## src/rtl/spc_pkg.sv

```systemverilog
package spc_pkg;

	// Depth of the mark store and the largest limit honoured.
	localparam int unsigned MAX_LIMIT = 65536;
	localparam int unsigned ADDR_W    = $clog2(MAX_LIMIT);
	localparam int unsigned LIMIT_W   = 17;
	localparam int unsigned COUNT_W   = 17;
	localparam int unsigned DATA_W    = ((LIMIT_W + 7) / 8) * 8;

	localparam logic [LIMIT_W-1:0] LIMIT_SAT = LIMIT_W'(MAX_LIMIT);
	localparam logic [LIMIT_W-1:0] FIRST_CANDIDATE = LIMIT_W'(2);

	// Sequencer states.
	typedef enum logic [2:0] {
		ST_IDLE,
		ST_CLEAR,
		ST_SCAN_RD,
		ST_SCAN_CHK,
		ST_MARK,
		ST_DONE
	} state_t;

	// One access to the mark store per cycle from the sequencer.
	typedef struct packed {
		logic              wr_en;
		logic [ADDR_W-1:0] wr_addr;
		logic              wr_data;
		logic              rd_en;
		logic [ADDR_W-1:0] rd_addr;
	} mem_req_t;

endpackage

```

## src/rtl/spc_ctrl.sv

```systemverilog
module spc_ctrl
	import spc_pkg::*;
(
	input  logic               clk,
	input  logic               arst_n,
	input  logic               job_valid,
	output logic               job_ready,
	input  logic [LIMIT_W-1:0] job_limit,
	output logic               res_valid,
	input  logic               res_ready,
	output logic [COUNT_W-1:0] res_count,
	output mem_req_t           mem_req,
	input  logic               mem_rd_data
);

	state_t             state_q, state_d;
	logic [LIMIT_W-1:0] lim_q, lim_d;
	logic [LIMIT_W-1:0] cand_q, cand_d;
	logic [LIMIT_W-1:0] addr_q, addr_d;
	logic [COUNT_W-1:0] count_q, count_d;

	// State and job registers.
	always_ff @(posedge clk or negedge arst_n) begin
		if (!arst_n) begin
			state_q <= ST_IDLE;
			lim_q   <= '0;
			cand_q  <= '0;
			addr_q  <= '0;
			count_q <= '0;
		end else begin
			state_q <= state_d;
			lim_q   <= lim_d;
			cand_q  <= cand_d;
			addr_q  <= addr_d;
			count_q <= count_d;
		end
	end

	// Next state, counters and store accesses.
	always_comb begin
		state_d   = state_q;
		lim_d     = lim_q;
		cand_d    = cand_q;
		addr_d    = addr_q;
		count_d   = count_q;
		job_ready = 1'b0;
		res_valid = 1'b0;
		mem_req   = '0;

		unique case (state_q)
			ST_IDLE: begin
				job_ready = 1'b1;
				if (job_valid) begin
					lim_d   = (job_limit > LIMIT_SAT) ? LIMIT_SAT : job_limit;
					addr_d  = FIRST_CANDIDATE;
					cand_d  = FIRST_CANDIDATE;
					count_d = '0;
					state_d = ST_CLEAR;
				end
			end
			ST_CLEAR: begin
				// Clear the marks from two up to, not including, the limit, one per cycle.
				if (addr_q >= lim_q) begin
					state_d = ST_SCAN_RD;
				end else begin
					mem_req.wr_en   = 1'b1;
					mem_req.wr_addr = addr_q[ADDR_W-1:0];
					mem_req.wr_data = 1'b0;
					addr_d          = addr_q + LIMIT_W'(1);
				end
			end
			ST_SCAN_RD: begin
				// Fetch the mark of the next candidate.
				if (cand_q >= lim_q) begin
					state_d = ST_DONE;
				end else begin
					mem_req.rd_en   = 1'b1;
					mem_req.rd_addr = cand_q[ADDR_W-1:0];
					state_d         = ST_SCAN_CHK;
				end
			end
			ST_SCAN_CHK: begin
				// An unmarked candidate is prime: count it and strike its multiples.
				if (!mem_rd_data) begin
					count_d = count_q + COUNT_W'(1);
					addr_d  = cand_q + cand_q;
					state_d = ST_MARK;
				end else begin
					cand_d  = cand_q + LIMIT_W'(1);
					state_d = ST_SCAN_RD;
				end
			end
			ST_MARK: begin
				if (addr_q >= lim_q) begin
					cand_d  = cand_q + LIMIT_W'(1);
					state_d = ST_SCAN_RD;
				end else begin
					mem_req.wr_en   = 1'b1;
					mem_req.wr_addr = addr_q[ADDR_W-1:0];
					mem_req.wr_data = 1'b1;
					addr_d          = addr_q + cand_q;
				end
			end
			ST_DONE: begin
				res_valid = 1'b1;
				if (res_ready) begin
					state_d = ST_IDLE;
				end
			end
			default: begin
				state_d = ST_IDLE;
			end
		endcase
	end

	assign res_count = count_q;

endmodule

```

## config.mk

```make
export PLATFORM = sky130hd
export DESIGN_NAME = spc_ctrl
export DESIGN_NICKNAME = d
export VERILOG_FILES = /design/src/rtl/spc_pkg.sv /design/src/rtl/spc_ctrl.sv
export SDC_FILE = /design/constraint.sdc
export NUM_CORES = 1
export LEC_CHECK = 0
export ABC_AREA = 1
export ABC_CLOCK_PERIOD_IN_PS = 8000
export BUFFER_PORTS_ARGS = -buffer_cell sky130_fd_sc_hd__clkbuf_2
export CAP_MARGIN = 5
export CORE_MARGIN = 5
export CORE_UTILIZATION = 35
export CTS_BUF_LIST = sky130_fd_sc_hd__clkbuf_4 sky130_fd_sc_hd__clkbuf_8
export CTS_CLUSTER_SIZE = 25
export DETAILED_ROUTE_END_ITERATION = 12
export HOLD_SLACK_MARGIN = 0.12
export PLACE_DENSITY_LB_ADDON = 0.1
export SYNTH_ARGS = -nofsm -noshare
export SYNTH_HDL_FRONTEND = slang
export SYNTH_SLANG_ARGS = --single-unit
```

## constraint.sdc

```tcl
create_clock -name clk -period 8 [get_ports clk]
set_clock_uncertainty 0.15 [all_clocks]
set_input_delay 1.6 -clock clk [delete_from_list [all_inputs] [get_ports clk]]
set_output_delay 1.6 -clock clk [all_outputs]
set_load 0.1 [all_outputs]
```

==> results of run 1 <==
-- layout by cell type, fill, tap and decap left out, types with 2 or more instances in the layout --
master,instances
nand2_1,317
inv_1,124
nor2_1,99
nand3_1,93
clkbuf_2,74
dfrtp_1,71
o21ai_0,70
ha_1,53
a21oi_1,44
nor3_1,34
nand4_1,26
xor2_1,10
clkbuf_8,9
nor4_1,7
nand2_2,6
nor3b_1,5
xnor2_1,5
buf_4,5
inv_2,4
nor2_2,4
nand3b_1,4
and2_1,3
o21bai_1,3
inv_6,3
a21o_1,2
nand3_4,2
o31ai_1,2
nand2_4,2
o22ai_1,2
clkinv_4,2
-- cell type report --
type | instances | area (sq um)
Clock buffer | 9 | 124
Tap cell | 234 | 293
Inverter | 129 | 484
Fill cell | 2053 | 11200
Multi-Input combinational cell | 805 | 4160
Timing Repair Buffer | 79 | 408
Sequential cell | 71 | 1780
Clock inverter | 7 | 78.8
-- metrics by stage --
stage	area, sq um	util, %	setup slack [ns]	hold slack (ns)
4_1_cts	7320	39.5	2.87	0.389
2_1_floorplan	6530	-	2.63	0.334
5_1_grt	7320	39.5	2.64	0.424
3_5_place_dp	7120	38.5	3.30	0.369
3_3_place_gp	7120	38.5	3.35	0.368
6_report	7320	39.5	2.80	0.393
-- report_power, final --
part | switching [mW] | internal (mW) | leakage (nW)
sequential | 0.0526 | 0.419 | 0.964
combinational | 0.836 | 0.266 | 2.70
clock | 0.174 | 0.148 | 0.105
-- routing by layer --
layer	track usage, %	up-vias
met4	5.41	0
li1	-	3505
met3	2.98	22
met2	32.4	194
met1	31.0	3128
met5	0	-
-- flip-flops by register name, indices dropped and copies added, names as in the netlist --
name and cells:
lim_q 17, res_count 17, cand_q 17, addr_q 17, state_q 3
-- logic make-up (layout without fill, tap and decap cells) --
kind of cell               after synthesis  after routing  share of synthesized area (%)
AOI/OAI and AO/OA                      128            128                           10.3
xor gates and xnor gates                15             15                           2.01
adders and majority gates               54             54                           10.5
buffers and inverters                  150            224                           9.15
DFF                                     71             71                           27.2
and+or+nand+nor                        608            608                           40.9
-- worst reg2reg max path, stage by stage (launching register included) --
cell and delay, ns:
dfrtp_1 0.43, inv_2 0.08, nand2_2 0.08, nor2_4 0.51, o21ai_0 0.20, ha_1 0.28
fa_1 0.47, nand3_1 0.12, nand3_1 0.13, o21ai_0 0.43, o21ai_0 0.16, nand3_1 0.11
nand2_1 0.06
-- worst max path at each step --
| stage | from | endpoint | slack, ns | depth (start not counted) |
|---|---|---|---|---|
| after global placement | cand_q[12]$_DFFE_PN0P_ | mem_req[16] | 3.35 | 7 |
| after floorplan | cand_q[12]$_DFFE_PN0P_ | mem_req[13] | 2.63 | 8 |
| final | cand_q[12]$_DFFE_PN0P_ | mem_req[16] | 2.80 | 7 |
| after CTS | cand_q[12]$_DFFE_PN0P_ | mem_req[16] | 2.87 | 7 |
| after global routing | cand_q[12]$_DFFE_PN0P_ | mem_req[16] | 2.64 | 8 |
| after detailed placement | cand_q[12]$_DFFE_PN0P_ | mem_req[16] | 3.30 | 7 |
==> impl_results.html, run 1 <==
<table>
<tr><th>Metric</th><th>Value</th></tr>
<tr><th colspan="2">Global routing</th></tr>
<tr><td>Largest net degree at the start of global routing</td><td>43</td></tr>
<tr><td>Number of global-route vias before repair</td><td>6329</td></tr>
<tr><td>Number of antenna violations at the first check in global routing</td><td>0</td></tr>
<tr><td>GRT Overall Usage</td><td>21.1%</td></tr>
<tr><td>Final global-route overflow total</td><td>0</td></tr>
<tr><td>Wire length of the first global-routing pass</td><td>36100 microns</td></tr>
<tr><th colspan="2">Final layout</th></tr>
<tr><td>Count of antenna diodes in the layout</td><td>0</td></tr>
<tr><td>Nets</td><td>1171</td></tr>
<tr><td>Count of placed standard cells in the final layout, fillers left out</td><td>1334</td></tr>
<tr><td>Synthesis-to-layout area growth</td><td>12.1%</td></tr>
<tr><td>Ratio of cells with drive above 1 in the final layout</td><td>10.9%</td></tr>
<tr><th colspan="2">Clock network</th></tr>
<tr><td>Clock root buffer</td><td>clkbuf_8</td></tr>
<tr><td>Post-cts sizing count</td><td>0</td></tr>
<tr><td>Number of buffers inserted during clock tree synthesis</td><td>9</td></tr>
<tr><td>Buffer count from post-CTS setup fixing</td><td>0</td></tr>
<tr><td>Clock insertion delay at the later pin of the skew report</td><td>0.38 ns</td></tr>
<tr><td>Total number of clock tree sinks</td><td>71</td></tr>
<tr><td>Maximum clock path buffer count</td><td>2</td></tr>
<tr><td>Clock slew at the register clock pins of the worst setup and hold paths</td><td>0.09 ns</td></tr>
<tr><td>H-tree levels</td><td>3</td></tr>
<tr><td>CTS tree</td><td>built</td></tr>
<tr><td># hold bufs at CTS</td><td>0</td></tr>
<tr><th colspan="2">Synthesis</th></tr>
<tr><td>Count of cell types in the netlist</td><td>43</td></tr>
<tr><td>Leading area contributor after synthesis</td><td>dfrtp_1</td></tr>
<tr><td>Flip-flop and latch count after synthesis</td><td>71</td></tr>
<tr><td>Synthesized netlist cell count</td><td>1026</td></tr>
<tr><td>Cell types occupying the most area after synthesis</td><td>dfrtp_1, nand2_1, ha_1</td></tr>
<tr><td>Avg Inst Size Synth</td><td>6.37 sq um</td></tr>
<tr><td>Top post-synthesis cells by count</td><td>nand2_1, inv_1, nor2_1</td></tr>
<tr><td>Warnings from Yosys</td><td>0</td></tr>
<tr><td>Leading register cell type out of synthesis</td><td>dfrtp_1</td></tr>
<tr><td>Number of nets in the synthesized netlist</td><td>1102</td></tr>
<tr><td>Netlist Area Pre-Place</td><td>6530 sq um</td></tr>
<tr><td>Most frequent cell after synthesis</td><td>nand2_1</td></tr>
<tr><td>Number of enable flip-flop cells after synthesis</td><td>0</td></tr>
<tr><td>Synth top area share</td><td>27.2%</td></tr>
<tr><td>Synth async-reset ratio</td><td>100%</td></tr>
<tr><td>Register area share after synthesis</td><td>27.2%</td></tr>
<tr><th colspan="2">Job</th></tr>
<tr><td>Max-cap violation count</td><td>0</td></tr>
<tr><th colspan="2">Timing</th></tr>
<tr><td>Final Setup Violations</td><td>0</td></tr>
<tr><td>Slew @ Worst Pin</td><td>0.862 ns</td></tr>
<tr><td>Final min period</td><td>5.20 ns</td></tr>
<tr><td>Worst slew margin relative to its limit</td><td>42.4%</td></tr>
<tr><td>Maximum frequency from static timing analysis</td><td>0.192 GHz</td></tr>
<tr><td>Count of pins over their slew limit</td><td>0</td></tr>
<tr><td>Share of the clock period used by the worst path</td><td>65.0%</td></tr>
<tr><td>Final Hold Violating Endpoints</td><td>0</td></tr>
<tr><td>Setup repair after global routing missed its margin</td><td>no</td></tr>
<tr><td>Accumulated negative setup slack</td><td>0 ns</td></tr>
<tr><th colspan="2">Hold path</th></tr>
<tr><td>WHS Path Cells</td><td>2</td></tr>
<tr><td>Min-delay worst type</td><td>reg2reg</td></tr>
<tr><td>Hold-critical path endpoint</td><td>res_count[16]$_DFFE_PN0P_</td></tr>
<tr><td>Hold path start</td><td>res_count[16]$_DFFE_PN0P_</td></tr>
<tr><th colspan="2">Critical path</th></tr>
<tr><td>Critical path fanouts, max</td><td>18</td></tr>
<tr><td>Cells traversed along the worst timing path</td><td>ha_1 -&gt; a21oi_1 -&gt; o21ai_0 -&gt; a21oi_1 -&gt; nand4_1 -&gt; nor2_1 -&gt; clkbuf_2</td></tr>
<tr><td>Depth of the worst register-to-register path</td><td>12</td></tr>
<tr><td>Cell repeated most along the worst path</td><td>a21oi_1</td></tr>
<tr><td>Kind of critical path</td><td>reg2out</td></tr>
<tr><td>Startpoint Class</td><td>register</td></tr>
<tr><td>Total buffers and inverters traversed by the critical path</td><td>1</td></tr>
<tr><td>Critical Path Sink Type</td><td>output pin</td></tr>
<tr><td>Data arrival at the endpoint of the critical path</td><td>3.45 ns</td></tr>
<tr><td>Cell family contributing the most delay on the critical path</td><td>simple AND/OR/NAND/NOR gates</td></tr>
<tr><td>Required time worst endpoint</td><td>6.25 ns</td></tr>
<tr><td>Highest-delay cell along the critical path</td><td>nand4_1</td></tr>
<tr><td>Delay of the slowest cell on the worst path</td><td>0.69 ns</td></tr>
<tr><td>Beginning of the worst register-to-register path</td><td>state_q[0]$_DFFE_PN0P_</td></tr>
<tr><td>Reg2reg end</td><td>addr_q[4]$_DFFE_PN0P_</td></tr>
<tr><td>Setup slack of the most critical reg-to-reg path</td><td>4.69 ns</td></tr>
<tr><th colspan="2">Routing</th></tr>
<tr><td>Total length of routed met3 wires</td><td>1140 microns</td></tr>
<tr><td>Highest routed layer</td><td>met4</td></tr>
<tr><td>Sum of routed wire length over all layers</td><td>22400 microns</td></tr>
<tr><td>Routed length on met1</td><td>11200 microns</td></tr>
<tr><td>DR WL/cell</td><td>16.8 microns</td></tr>
<tr><td>Routed wire length on met2</td><td>9730 microns</td></tr>
<tr><td>Detailed-route via count</td><td>6849</td></tr>
<tr><td>DRC Markers</td><td>0</td></tr>
<tr><td>Remaining number of nets flagged by the antenna check after routing</td><td>0</td></tr>
<tr><td>Number of violations reported at the end of detailed-routing iteration 0</td><td>528</td></tr>
<tr><td>Number of search-and-repair iterations in the first detailed-routing pass</td><td>6</td></tr>
<tr><td>Post-detailed-route via-to-cell ratio</td><td>5.13</td></tr>
<tr><th colspan="2">Placement</th></tr>
<tr><td>Number of buffer cells added on primary ports</td><td>75</td></tr>
<tr><td>Routability cong.</td><td>0.918</td></tr>
<tr><td>Half-perimeter wire length after detailed placement</td><td>17500 microns</td></tr>
<tr><td>Placed cell count</td><td>1318</td></tr>
<tr><th colspan="2">Floorplanning</th></tr>
<tr><td>Placeable core region</td><td>18500 sq um</td></tr>
<tr><td>Number of rows in the core area</td><td>50</td></tr>
<tr><td>Die Span X</td><td>147 microns</td></tr>
<tr><td>Die span in y</td><td>147 microns</td></tr>
<tr><td>Boundary pin count</td><td>76</td></tr>
<tr><td>Total Die Area</td><td>21500 sq um</td></tr>
<tr><td>Initial core utilization</td><td>35.3%</td></tr>
<tr><th colspan="2">Outcome</th></tr>
<tr><td>Result of the run</td><td>completed</td></tr>
<tr><th colspan="2">Power</th></tr>
<tr><td>Total Power</td><td>1.90 mW</td></tr>
<tr><td>Power Dens Cells</td><td>259 nW/um^2</td></tr>
<tr><td>Static power due to leakage</td><td>3.77 nW</td></tr>
<tr><td>Peak ir drop on the vdd network</td><td>0.119 mV</td></tr>
</table>
(Power assumes the default switching activity.)
==> inputs of run 2 (changes only) <==
Settings changed: ABC_CLOCK_PERIOD_IN_PS 8000 to 4300.
Clock period 8 ns to 4.3 ns, I/O delays scaled along.
==> impl_results.html, run 2 (same netlist as run 1, synthesis figures left out) <==
<table>
<tr><th>Metric</th><th>Value</th></tr>
<tr><th colspan="2">Timing</th></tr>
<tr><td>Final min period</td><td>3.77 ns</td></tr>
<tr><td>Share of the clock period used by the worst path</td><td>87.8%</td></tr>
<tr><td>Setup repair after global routing missed its margin</td><td>no</td></tr>
<tr><td>Accumulated negative setup slack</td><td>0 ns (unchanged)</td></tr>
<tr><td>Count of pins over their slew limit</td><td>0 (unchanged)</td></tr>
<tr><td>Worst slew margin relative to its limit</td><td>34.2% (-8.1 points)</td></tr>
<tr><td>Maximum frequency from static timing analysis</td><td>0.265 GHz</td></tr>
<tr><td>Final Setup Violations</td><td>0 (unchanged)</td></tr>
<tr><td>Slew @ Worst Pin</td><td>0.987 ns (+0.125 ns)</td></tr>
<tr><td>Final Hold Violating Endpoints</td><td>0 (unchanged)</td></tr>
<tr><th colspan="2">Floorplanning</th></tr>
<tr><td>Initial core utilization</td><td>35.3% (unchanged)</td></tr>
<tr><td>Die span in y</td><td>147 microns (unchanged)</td></tr>
<tr><td>Placeable core region</td><td>18500 sq um (unchanged)</td></tr>
<tr><td>Boundary pin count</td><td>76 (unchanged)</td></tr>
<tr><td>Number of rows in the core area</td><td>50 (unchanged)</td></tr>
<tr><td>Die Span X</td><td>147 microns (unchanged)</td></tr>
<tr><td>Total Die Area</td><td>21500 sq um (unchanged)</td></tr>
<tr><th colspan="2">Clock network</th></tr>
<tr><td>H-tree levels</td><td>3 (unchanged)</td></tr>
<tr><td>CTS tree</td><td>built</td></tr>
<tr><td>Clock root buffer</td><td>clkbuf_8</td></tr>
<tr><td>Number of buffers inserted during clock tree synthesis</td><td>9 (unchanged)</td></tr>
<tr><td># hold bufs at CTS</td><td>0 (unchanged)</td></tr>
<tr><td>Clock slew at the register clock pins of the worst setup and hold paths</td><td>0.08 ns (about the same)</td></tr>
<tr><td>Total number of clock tree sinks</td><td>71 (unchanged)</td></tr>
<tr><td>Buffer count from post-CTS setup fixing</td><td>0 (unchanged)</td></tr>
<tr><td>Post-cts sizing count</td><td>0 (unchanged)</td></tr>
<tr><td>Maximum clock path buffer count</td><td>2 (unchanged)</td></tr>
<tr><td>Clock insertion delay at the later pin of the skew report</td><td>0.38 ns (about the same)</td></tr>
<tr><th colspan="2">Final layout</th></tr>
<tr><td>Synthesis-to-layout area growth</td><td>13.3%</td></tr>
<tr><td>Count of filler cells inserted in the layout</td><td>2071 (+0.88%)</td></tr>
<tr><td>Most frequent standard cell in the layout excluding fill and tap cells</td><td>nand2_1</td></tr>
<tr><td>Nets</td><td>1180 (+0.77%)</td></tr>
<tr><td>Count of antenna diodes in the layout</td><td>0 (unchanged)</td></tr>
<tr><td>Fin area</td><td>7400 sq um (+1.1%)</td></tr>
<tr><td>Most frequent cells in the layout</td><td>nand2_1, inv_1, nor2_1, nand3_1, clkbuf_2</td></tr>
<tr><td>Ratio of cells with drive above 1 in the final layout</td><td>11.6% (+0.72 points)</td></tr>
<tr><td>Utilization after layout</td><td>40.0% (+0.44 points)</td></tr>
<tr><th colspan="2">Power</th></tr>
<tr><td>Switching power summed over all nets</td><td>1.93 mW (+82%)</td></tr>
<tr><td>Register share of total power</td><td>24.7% (-0.2 points)</td></tr>
<tr><td>Total Power</td><td>3.52 mW (+86%)</td></tr>
<tr><td>Switching share of power</td><td>54.8% (-1.2 points)</td></tr>
<tr><td>Combinational cell fraction of total power</td><td>58.0% (about the same)</td></tr>
<tr><td>Static power due to leakage</td><td>3.82 nW (+1.5%)</td></tr>
<tr><td>Peak ir drop on the vdd network</td><td>0.387 mV (+220%)</td></tr>
<tr><td>Internal portion of total power</td><td>1.59 mW (+91%)</td></tr>
<tr><td>Fraction of power consumed by the clock network</td><td>17.3% (+0.3 points)</td></tr>
<tr><td>Power Dens Cells</td><td>476 nW/um^2 (+84%)</td></tr>
<tr><th colspan="2">Routing</th></tr>
<tr><td>Sum of routed wire length over all layers</td><td>22800 microns (+1.5%)</td></tr>
<tr><td>Post-detailed-route via-to-cell ratio</td><td>5.13 (about the same)</td></tr>
<tr><td>Number of violations reported at the end of detailed-routing iteration 0</td><td>433 (-18%)</td></tr>
<tr><td>Remaining number of nets flagged by the antenna check after routing</td><td>0 (unchanged)</td></tr>
<tr><td>DRC Markers</td><td>0 (unchanged)</td></tr>
<tr><td>Detailed-route via count</td><td>6893 (+0.64%)</td></tr>
<tr><td>DR WL/cell</td><td>17.0 microns (+0.85%)</td></tr>
<tr><td>Number of search-and-repair iterations in the first detailed-routing pass</td><td>6 (unchanged)</td></tr>
<tr><th colspan="2">Placement</th></tr>
<tr><td>Post-Place Cell Area</td><td>7190 sq um (+0.95%)</td></tr>
<tr><td>Number of buffer cells added on primary ports</td><td>75 (unchanged)</td></tr>
<tr><td>Routability cong.</td><td>0.912 (-0.65%)</td></tr>
<tr><td>Half-perimeter wire length after detailed placement</td><td>17600 microns (+0.41%)</td></tr>
<tr><th colspan="2">Critical path</th></tr>
<tr><td>Critical Path Sink Type</td><td>output pin</td></tr>
<tr><td>Data arrival at the endpoint of the critical path</td><td>2.76 ns (-0.69 ns)</td></tr>
<tr><td>Critical path fanouts, max</td><td>19 (+1)</td></tr>
<tr><td>Highest-delay cell along the critical path</td><td>clkbuf_2</td></tr>
<tr><td>Kind of critical path</td><td>reg2out</td></tr>
<tr><td>Cell repeated most along the worst path</td><td>nand2_1</td></tr>
<tr><td>Cell family contributing the most delay on the critical path</td><td>simple AND/OR/NAND/NOR gates</td></tr>
<tr><td>Required time worst endpoint</td><td>3.29 ns (-2.96 ns)</td></tr>
<tr><td>Cells traversed along the worst timing path</td><td>ha_1 -&gt; nand2_1 -&gt; inv_1 -&gt; nand2_1 -&gt; nand2_1 -&gt; nand2_1 -&gt; nand2_1 -&gt; nand2_1 -&gt; nand2_1 -&gt; nand2_1 -&gt; nand3_4 -&gt; nor2_1 -&gt; clkbuf_2</td></tr>
<tr><td>Total buffers and inverters traversed by the critical path</td><td>2 (+1)</td></tr>
<tr><td>Delay of the slowest cell on the worst path</td><td>0.49 ns (-0.20 ns)</td></tr>
<tr><td>Startpoint Class</td><td>register</td></tr>
<tr><th colspan="2">Global routing</th></tr>
<tr><td>Number of global-route vias before repair</td><td>6654 (+5.1%)</td></tr>
<tr><td>Global Route met3 Usage</td><td>3.45% (+0.47 points)</td></tr>
<tr><td>Met2 Usage GRT</td><td>34.6% (+2.2 points)</td></tr>
<tr><td>Number of antenna violations at the first check in global routing</td><td>0 (unchanged)</td></tr>
<tr><td>Largest net degree at the start of global routing</td><td>72 (+67%)</td></tr>
<tr><td>Wire length of the first global-routing pass</td><td>36500 microns (+1.1%)</td></tr>
<tr><td>GRT Overall Usage</td><td>21.3% (+0.27 points)</td></tr>
<tr><td>Final global-route overflow total</td><td>0 (unchanged)</td></tr>
<tr><td>Met1 GRT Util</td><td>29.8% (-1.1 points)</td></tr>
<tr><td>Busiest layer in global routing</td><td>met2</td></tr>
<tr><th colspan="2">Outcome</th></tr>
<tr><td>Result of the run</td><td>completed</td></tr>
<tr><th colspan="2">Hold path</th></tr>
<tr><td>Min-delay worst type</td><td>reg2reg</td></tr>
<tr><th colspan="2">Job</th></tr>
<tr><td>Max-cap violation count</td><td>0 (unchanged)</td></tr>
</table>
## run 2: power groups by stage
stage | sequential, mW | combinational (mW) | clock, mW
2_1_floorplan | 0.896 | 1.54 | 0
3_5_place_dp | 0.884 | 2.03 | 0
5_1_grt | 0.883 | 2.27 | 0.649
6_report | 0.871 | 2.04 | 0.609
4_1_cts | 0.871 | 2.04 | 0.626
3_3_place_gp | 0.883 | 2.04 | 0
## run 2: path summary, 6_finish.rpt
check,from,endpoint,slack (ns),depth (start not counted)
max,addr_q[4]$_DFFE_PN0P_,mem_req[18],0.53,13
min,res_count[16]$_DFFE_PN0P_,res_count[16]$_DFFE_PN0P_,0.38,2
min in group asynchronous,arst_n,res_count[9]$_DFFE_PN0P_,0.48,1
max reg2reg,state_q[0]$_DFFE_PN0P_,addr_q[14]$_DFFE_PN0P_,1.11,18
max in group asynchronous,arst_n,addr_q[5]$_DFFE_PN0P_,2.87,1
min reg2reg,res_count[16]$_DFFE_PN0P_,res_count[16]$_DFFE_PN0P_,0.38,2
## run 2: cell type report
| cell class | count | area [sq um] | area share [%] |
|---|---|---|---|
| Clock inverter | 4 | 51.3 | 0.693 |
| Tap cell | 234 | 293 | 3.95 |
| Sequential cell | 71 | 1780 | 24.0 |
| Multi-Input combinational cell | 805 | 4160 | 56.2 |
| Clock buffer | 12 | 165 | 2.23 |
| Inverter | 129 | 484 | 6.54 |
| Timing Repair Buffer | 88 | 475 | 6.42 |
## run 2: metrics by stage
stage,hold WS (ns),cells,setup WS (ns)
finish,0.385,1343,0.526
CTS,0.396,1343,0.502
global placement,0.368,1327,0.920
global route,0.440,1343,0.334
floorplan,0.334,1026,-0.334
detailed placement,0.376,1327,0.907
## run 2: tightest hold or removal path: stages (launching register included)
cell and delay [ns]:
dfrtp_1 0.39, nand2_1 0.06, nand2_1 0.05
## run 2: metal layers
layer	share of wire (%)	vias up	wire length [microns]
met5	0	-	0
met4	1.3	0	295
met3	4.9	25	1110
met2	45	192	10300
met1	49	3152	11100
li1	-	3524	-
==> inputs of run 3 (changes only) <==
Settings changed: RECOVER_POWER set to 25.
==> impl_results.html, run 3 (same netlist as run 1, synthesis figures left out) <==
<table>
<tr><th>Metric</th><th>Value</th></tr>
<tr><th colspan="2">Final layout</th></tr>
<tr><td>Count of filler cells inserted in the layout</td><td>2072 (+0.048%)</td></tr>
<tr><td>Fin area</td><td>7400 sq um (about the same)</td></tr>
<tr><td>Most frequent standard cell in the layout excluding fill and tap cells</td><td>nand2_1</td></tr>
<tr><td>Nets</td><td>1180 (unchanged)</td></tr>
<tr><td>Synthesis-to-layout area growth</td><td>13.3% (about the same)</td></tr>
<tr><td>Ratio of cells with drive above 1 in the final layout</td><td>11.6% (unchanged)</td></tr>
<tr><td>Combined area of the multi-input logic cells</td><td>4160 sq um (unchanged)</td></tr>
<tr><td>Most frequent cells in the layout</td><td>nand2_1, inv_1, nor2_1, nand3_1, clkbuf_2</td></tr>
<tr><td>Count of antenna diodes in the layout</td><td>0 (unchanged)</td></tr>
<tr><td>Utilization after layout</td><td>40.0% (about the same)</td></tr>
<tr><td>Register area</td><td>1780 sq um (unchanged)</td></tr>
<tr><th colspan="2">Clock network</th></tr>
<tr><td># hold bufs at CTS</td><td>0 (unchanged)</td></tr>
<tr><td>Clock root buffer</td><td>clkbuf_8</td></tr>
<tr><td>Number of buffers inserted during clock tree synthesis</td><td>9 (unchanged)</td></tr>
<tr><td>CTS tree</td><td>built</td></tr>
<tr><td>Post-cts sizing count</td><td>0 (unchanged)</td></tr>
<tr><td>Clock insertion delay at the later pin of the skew report</td><td>0.38 ns (about the same)</td></tr>
<tr><td>Maximum clock path buffer count</td><td>2 (unchanged)</td></tr>
<tr><td>Clock slew at the register clock pins of the worst setup and hold paths</td><td>0.08 ns (about the same)</td></tr>
<tr><td>Total number of clock tree sinks</td><td>71 (unchanged)</td></tr>
<tr><td>H-tree levels</td><td>3 (unchanged)</td></tr>
<tr><td>Buffer count from post-CTS setup fixing</td><td>0 (unchanged)</td></tr>
<tr><th colspan="2">Global routing</th></tr>
<tr><td>Wire length of the first global-routing pass</td><td>36500 microns (unchanged)</td></tr>
<tr><td>Number of antenna violations at the first check in global routing</td><td>0 (unchanged)</td></tr>
<tr><td>Number of global-route vias before repair</td><td>6654 (unchanged)</td></tr>
<tr><td>Largest net degree at the start of global routing</td><td>72 (unchanged)</td></tr>
<tr><td>GRT Overall Usage</td><td>21.3% (unchanged)</td></tr>
<tr><td>Final global-route overflow total</td><td>0 (unchanged)</td></tr>
<tr><th colspan="2">Timing</th></tr>
<tr><td>Maximum frequency from static timing analysis</td><td>0.265 GHz (about the same)</td></tr>
<tr><td>Final Hold Violating Endpoints</td><td>0 (unchanged)</td></tr>
<tr><td>Accumulated negative setup slack</td><td>0 ns (unchanged)</td></tr>
<tr><td>Final min period</td><td>3.77 ns (+0.00122 ns)</td></tr>
<tr><td>Setup repair after global routing missed its margin</td><td>no</td></tr>
<tr><td>Post-route worst setup slack</td><td>0.525 ns (-0.00122 ns)</td></tr>
<tr><td>Worst slew margin relative to its limit</td><td>-29.4% (-64 points)</td></tr>
<tr><td>Worst hold slack</td><td>0.385 ns (-0.0000130 ns)</td></tr>
<tr><td>Share of the clock period used by the worst path</td><td>87.8% (about the same)</td></tr>
<tr><td>Count of pins over their slew limit</td><td>72 (+72)</td></tr>
<tr><td>Slew @ Worst Pin</td><td>1.94 ns (+0.954 ns)</td></tr>
<tr><td>Final Setup Violations</td><td>0 (unchanged)</td></tr>
<tr><th colspan="2">Critical path</th></tr>
<tr><td>Data arrival at the endpoint of the critical path</td><td>2.76 ns (about the same)</td></tr>
<tr><td>Worst setup path start</td><td>addr_q[4]$_DFFE_PN0P_</td></tr>
<tr><td>Depth of the worst register-to-register path</td><td>18 (unchanged)</td></tr>
<tr><td>Critical Path Sink Type</td><td>output pin</td></tr>
<tr><td>Setup crit end</td><td>mem_req[18]</td></tr>
<tr><td>Beginning of the worst register-to-register path</td><td>state_q[0]$_DFFE_PN0P_</td></tr>
<tr><td>Reg2reg end</td><td>addr_q[14]$_DFFE_PN0P_</td></tr>
<tr><td>Critical path fanouts, max</td><td>19 (unchanged)</td></tr>
<tr><td>Kind of critical path</td><td>reg2out</td></tr>
<tr><td>Setup slack of the most critical reg-to-reg path</td><td>1.11 ns (about the same)</td></tr>
<tr><td>Startpoint Class</td><td>register</td></tr>
<tr><td>Required time worst endpoint</td><td>3.29 ns (about the same)</td></tr>
<tr><th colspan="2">Routing</th></tr>
<tr><td>Sum of routed wire length over all layers</td><td>22800 microns (about the same)</td></tr>
<tr><td>Post-detailed-route via-to-cell ratio</td><td>5.15 (+0.30%)</td></tr>
<tr><td>DRC Markers</td><td>0 (unchanged)</td></tr>
<tr><td>Detailed-route via count</td><td>6914 (+0.30%)</td></tr>
<tr><td>Remaining number of nets flagged by the antenna check after routing</td><td>0 (unchanged)</td></tr>
<tr><td>Number of search-and-repair iterations in the first detailed-routing pass</td><td>5 (-1)</td></tr>
<tr><td>Number of violations reported at the end of detailed-routing iteration 0</td><td>433 (unchanged)</td></tr>
<tr><td>DR WL/cell</td><td>16.9 microns (about the same)</td></tr>
<tr><th colspan="2">Floorplanning</th></tr>
<tr><td>Placeable core region</td><td>18500 sq um (unchanged)</td></tr>
<tr><td>Die Span X</td><td>147 microns (unchanged)</td></tr>
<tr><td>Number of rows in the core area</td><td>50 (unchanged)</td></tr>
<tr><td>Boundary pin count</td><td>76 (unchanged)</td></tr>
<tr><td>Total Die Area</td><td>21500 sq um (unchanged)</td></tr>
<tr><td>Die span in y</td><td>147 microns (unchanged)</td></tr>
<tr><td>Initial core utilization</td><td>35.3% (unchanged)</td></tr>
<tr><th colspan="2">Placement</th></tr>
<tr><td>Worst Setup Slack post-DPL</td><td>0.907 ns (unchanged)</td></tr>
<tr><td>Number of buffer cells added on primary ports</td><td>75 (unchanged)</td></tr>
<tr><td>Half-perimeter wire length after detailed placement</td><td>17600 microns (unchanged)</td></tr>
<tr><td>Routability cong.</td><td>0.912 (unchanged)</td></tr>
<tr><td>Post-Place Cell Area</td><td>7190 sq um (unchanged)</td></tr>
<tr><th colspan="2">Job</th></tr>
<tr><td>Max-cap violation count</td><td>1 (+1)</td></tr>
<tr><th colspan="2">Outcome</th></tr>
<tr><td>Result of the run</td><td>finished with violations</td></tr>
<tr><td>Violations in the final reports</td><td>capacitance limit, slew limit</td></tr>
<tr><th colspan="2">Power</th></tr>
<tr><td>Static power due to leakage</td><td>3.82 nW (about the same)</td></tr>
<tr><td>Peak ir drop on the vdd network</td><td>0.386 mV (about the same)</td></tr>
<tr><td>Power Dens Cells</td><td>476 nW/um^2 (about the same)</td></tr>
<tr><th colspan="2">Hold path</th></tr>
<tr><td>Min-delay worst type</td><td>reg2reg</td></tr>
</table>
run 3: how the worst min path moves through the flow:
| stage | start | to | cells past startpoint |
|---|---|---|---|
| detailed placement | res_count[16]$_DFFE_PN0P_ | res_count[16]$_DFFE_PN0P_ | 2 |
| finish | res_count[16]$_DFFE_PN0P_ | res_count[16]$_DFFE_PN0P_ | 2 |
| floorplan | lim_q[0]$_DFFE_PN0P_ | lim_q[0]$_DFFE_PN0P_ | 2 |
| global placement | res_count[16]$_DFFE_PN0P_ | res_count[16]$_DFFE_PN0P_ | 2 |
| global route | res_count[7]$_DFFE_PN0P_ | res_count[7]$_DFFE_PN0P_ | 1 |
| CTS | res_count[16]$_DFFE_PN0P_ | res_count[16]$_DFFE_PN0P_ | 2 |
run 3: layout make-up:
class,count,area share [%]
clock buffer,12,2.23
inverter,129,6.54
clock inverter,4,0.693
multi-input combinational,805,56.2
tap,234,3.96
timing repair buffer,88,6.39
sequential,71,24.0
run 3: routing by layer:
metal | global-route usage [%] | wire [microns] | vias to the layer above
met4 | 4.84 | 295 | 0
met1 | 29.8 | 11100 | 3180
met2 | 34.6 | 10300 | 187
met5 | 0 | 0 | -
li1 | - | - | 3522
met3 | 3.45 | 1110 | 25
run 3: report_power, final:
| part | internal, mW | total [mW] | switching (mW) |
|---|---|---|---|
| clock network | 0.317 | 0.609 | 0.292 |
| logic | 0.495 | 2.05 | 1.55 |
| registers | 0.781 | 0.871 | 0.0899 |
run 3: through the flow:
stage	power, mW	cells
6_report	3.53	1343
5_1_grt	3.80	1343
3_5_place_dp	2.92	1327
4_1_cts	3.54	1343
3_3_place_gp	2.92	1327
2_1_floorplan	2.43	1026
run 3: critical path, stage by stage, from the launching register on:
cell      delay, ns
dfrtp_1        0.45
ha_1           0.34
nand2_1        0.09
inv_1          0.06
nand2_1        0.06
nand2_1        0.05
nand2_1        0.05
nand2_1        0.06
nand2_1        0.06
nand2_1        0.04
nand2_1        0.15
nand3_4        0.25
nor2_1         0.22
clkbuf_2       0.49
